===== config.mk =====
export PLATFORM = sky130hd
export DESIGN_NAME = ltbp_ram
export DESIGN_NICKNAME = d
export VERILOG_FILES = /design/src/ltbp_ram.sv
export SDC_FILE = /design/constraint.sdc
export NUM_CORES = 1
export LEC_CHECK = 0
export ABC_CLOCK_PERIOD_IN_PS = 2000
export BUFFER_PORTS_ARGS = -buffer_cell sky130_fd_sc_hd__buf_2
export CAP_MARGIN = 20
export CORE_ASPECT_RATIO = 2
export CORE_MARGIN = 10
export CORE_UTILIZATION = 56
export CTS_CLUSTER_SIZE = 12
export DETAILED_ROUTE_END_ITERATION = 10
export PLACE_DENSITY = 0.82
export SLEW_MARGIN = 20
export SYNTH_ARGS = -nofsm -noshare
export SYNTH_HDL_FRONTEND = slang
export SYNTH_SLANG_ARGS = --single-unit

===== constraint.sdc =====
create_clock -name clk -period 2 [get_ports clk]
set_input_delay 0.1 -clock clk [delete_from_list [all_inputs] [get_ports clk]]
set_output_delay 0.1 -clock clk [all_outputs]
set_load 0.05 [all_outputs]

===== src/ltbp_ram.sv =====
// ltbp_ram: generic single write port, single read port ram
// registered read data; no dependencies
module ltbp_ram #(
    parameter int WIDTH = 8,
    parameter int DEPTH = 64
) (
    input  logic                     clk,
    input  logic                     wr_en,
    input  logic [$clog2(DEPTH)-1:0] wr_addr,
    input  logic [WIDTH-1:0]         wr_data,
    input  logic                     rd_en,
    input  logic [$clog2(DEPTH)-1:0] rd_addr,
    output logic [WIDTH-1:0]         rd_data
);

    logic [WIDTH-1:0] mem [DEPTH];
    logic [WIDTH-1:0] rd_data_reg;

    // write port
    always_ff @(posedge clk)
    begin
        if (wr_en)
        begin
            mem[wr_addr] <= wr_data;
        end
    end

    // registered read port
    always_ff @(posedge clk)
    begin
        if (rd_en)
        begin
            rd_data_reg <= mem[rd_addr];
        end
    end

    assign rd_data = rd_data_reg;

endmodule

==> Word level (Yosys, flattened, before mapping) <==
Memory sizes are Yosys's and may differ from the RTL's. A register that Yosys moved wholly into a read port is not among the register bits.
Cells that the tools add are included.
Widths: inputs -> output; s select.
{ "totals": {"register_bits": 0, "ram_bits": 512, "in_bits": 23, "n_memories": 1} }
{ "classes": {"muxes": 2} }
{ "memory_table": {"columns": ["name", "words", "word_bits", "rd", "rd_clocked_by_memory_dff", "write_ports", "line", "rtl"], "rows": [
  ["mem", 64, 8, 1, 1, 1, "16", "logic [WIDTH-1:0] mem [DEPTH];"]
]} }
{ "op_table": {"columns": ["cell", "count"], "rows": [
  ["$mux 1", 2]
]} }

==> Longest topological paths before layout <==
{ "depth": {"depth_word": 2, "mapped_depth": 9, "mapped_depth_nobuf": 5} }

==> Least setup slack after synthesis <==
No wires, ideal clock.
{ "synth_timing": {"kind": "input to register", "from": "in rd_addr[1]", "to": "reg rd_data_reg[3], in the netlist rd_data[3] (read register of mem), data pin", "setup_time_ns": 0.266, "arrival_time_ns": 1.640, "path_slack_ns": 0.094, "path_stages": 7, "path_buffers": 3, "path_cell_list": "buf_4 > buf_2 > buf_2 > mux4_2 > mux4_2 > o21ai_1 > o41ai_1"} }
{ "synth_rtl": {"columns": ["element", "line", "rtl"], "rows": [
  ["start, declared", "12", "input logic [$clog2(DEPTH)-1:0] rd_addr,"],
  ["end, declared", "17", "logic [WIDTH-1:0] rd_data_reg;"]
]} }

==> flow_metrics.tcl <==
set metrics [dict create \
    power.leakage_nw 7.60 \
    clk_pin_slew_ps 60 \
    cp-endpoint "rd_data[2]" \
    rsz0062_at_grt "yes" \
    period_share_pct 102 \
    grt_max_degree 65 \
    finalNonFillerCells 1580 \
    arrival_ps 2330 \
    syn_to_final_growth_pct 15.5 \
    slew_violations 0 \
    synth_edf_count 520 \
    placed_cell_area_um2 22000 \
    hold_slack_ps 70.0 \
    violations "setup timing" \
    grt_pass1_wl_um 71800 \
    ys_ff_latch 520 \
    portBuffers 30 \
    start_util_pct 56.5 \
    multi_input_area_um2 4470 \
    pwr_density_cell_nw_per_um2 910 \
    gr-usage-met1_pct 22.6 \
    synth_async_sr_flop_share_pct 0 \
    sw_frac_of_total_pct 20.4 \
    place_inst 1525 \
    coreArea_um2 35800 \
    status "finished with violations" \
    vias 10400 \
    r2r_setup_slack_ps -30 \
    syn_inst 940 \
    relSlewSlack_pct 49.2 \
    regArea_um2 15600 \
    min_period_ps 2030 \
    clockBufferDepth 3 \
    initialDrtViolationCount 1272 \
    grt_pass1_vias 10900 \
    synth_top_area_share_pct 77.1 \
    yosys_warnings 0 \
    irDropWorstVdd_v 0.000734 \
    worstSetupEndpointType "flip-flop" \
    final_cell_mix "edfxtp_1, buf_4, mux4_2" \
    grt_util_met2_pct 39.8 \
    total_power_mw 21.3 \
    netlist-cell-type-count 39 \
    die_h_um 289 \
    finalHoldViolCount 0 \
    worst_pin_slew_ps 763 \
    drc 0 \
    fillers 2191 \
    synth_nets 963 \
    yosys.area.top_type "edfxtp_1" \
    cp-startpoint "mem[47][2]" \
    finalInstanceArea_um2 23400 \
    die_w_um 154 \
    r2r-start "mem[47][2]" \
    synth_area_leaders "edfxtp_1, mux4_2, nor2_1, mux2i_1, mux2_2" \
    cts_tree "built" \
    grt.overflow.total 0 \
    num_rows 98 \
    grtUsageMet3_pct 3.09 \
    antenna_found_initial 1 \
    synth_area_per_cell_um2 21.5 \
    final_common_cell "edfxtp_1" \
    cts-root-buf "clkbuf_16" \
    hpwl_um 31500 \
    nNetsFinal 1151 \
    pwr-share-seq_pct 57.0 \
    fin_tns_setup_ps -51.7 \
    layout_setup_ws_ps -31.2 \
    path_max_fanout 1 \
    die-area_um2 44600 \
    setup_viol 3 \
    p_int_mw 16.9 \
    clockPowerShare_pct 36.6 \
    ys_seq_area_share_pct 77.1 \
    grt.busiest_layer "met2" \
    fin_skew_ps 11.5 \
    cap_violations 0 \
    firstDrtPassIters 6 \
    cts_sinks 520 \
    max_freq_mhz 492 \
    vias_per_cell 6.58 \
    p_sw_mw 4.34 \
    combinationalPowerShare_pct 6.4 \
    ios 31 \
    drive_gt1_share_pct 34.6 \
    globalplace.congestion 0.899 \
    ant_nets 0 \
    syn_area_um2 20200 \
    critPathKind "flip-flop to flip-flop" \
    synth_ff_type "edfxtp_1" \
    start_kind "flip-flop" \
    insertion_delay_ps 560 \
    hp-start "wr_data[6]" \
    detail_route.wl_per_cell_um 30.6 \
    r2r_end "rd_data[2]" \
    ff2ff_path_depth 5 \
    track_usage_pct 21.7 \
    cts_max_level 2 \
    hold_path_class "input port to flip-flop" \
    routed_wl_um 48300 \
    cp_data_required_time_ps 2300 \
    cts_made_buffers 49 \
    largest_reg_flops 512 \
]
-- Yosys cell counts, types with 4 or more instances --
cell type and number:
a211oi_1 4, a221oi_1 6, buf_1 4, buf_2 11, buf_4 13, buf_6 4, clkbuf_1 17, edfxtp_1 520
mux2_2 13, mux2i_1 23, mux4_2 126, nand2_1 19, nand2b_1 7, nand3_1 13, nor2_1 83, nor2b_1 14
nor3_1 7, o221ai_1 8, o22ai_1 8
-- critical path: stages, from the launching register on --
cell,delay (ps)
edfxtp_1,390
mux4_2,510
mux2_4,310
a221oi_4,330
buf_6,180
o2bb2ai_4,60
-- cells by family after synthesis --
family / after synthesis / share of synthesized area (%)
DFF: 520 / 77.1
muxes: 162 / 15.9
buffers and inverters: 51 / 1.56
and+or+nand+nor: 153 / 3.37
AOI/OAI and AO/OA: 54 / 2.06
-- layout make-up --
cell class	instances	share of cell area, %
Sequential cell	520	66.8
Antenna cell	1	0.0107
Timing Repair Buffer	188	6.36
Clock buffer	50	5.26
Tap cell	450	2.41
Multi-Input combinational cell	369	19.1
Clock inverter	2	0.0482
-- through the flow --
| stage | utilization [%] | setup slack (ps) |
|---|---|---|
| 2_1_floorplan | - | 93.7 |
| 3_3_place_gp | 61.3 | -202 |
| 3_5_place_dp | 61.3 | -342 |
| 4_1_cts | 65.1 | -18.8 |
| 5_1_grt | 65.3 | -40.0 |
| 6_report | 65.3 | -31.2 |
-- worst min-delay path by stage --
stage                      end  slack [ps]  cells after the start
floorplan            mem[0][0]         200                      0
global placement    rd_data[2]         490                      1
detailed placement  rd_data[2]         490                      1
CTS                 mem[47][6]          60                      1
global route        mem[37][6]          90                      1
finish              mem[43][6]          70                      1
-- routing by layer --
metal  vias to the layer above  part of all wire (%)
li1                       4258                     -
met1                      5368                    31
met2                       584                    55
met3                       191                   6.5
met4                         0                   7.6
met5                         -                     0
-- power by group through the flow --
stage                     Combinational (mW)  Clock, mW  Sequential, mW
after floorplan                        0.643          0            12.4
after global placement                  1.24          0            12.3
after detailed placement                1.27          0            12.3
after CTS                               1.32       7.90            12.1
after global routing                    1.42       8.29            12.1
final                                   1.36       7.80            12.1
-- timing repair --
action                     4_1_cts  5_1_grt
pin swaps                        5        2
setup endpoints to repair        6        6
hold endpoints to repair        21        0
hold buffers                     2        0
setup buffers                    0        0
gates resized for setup         18       11
No activity file was read; power rests on OpenSTA's default activity.
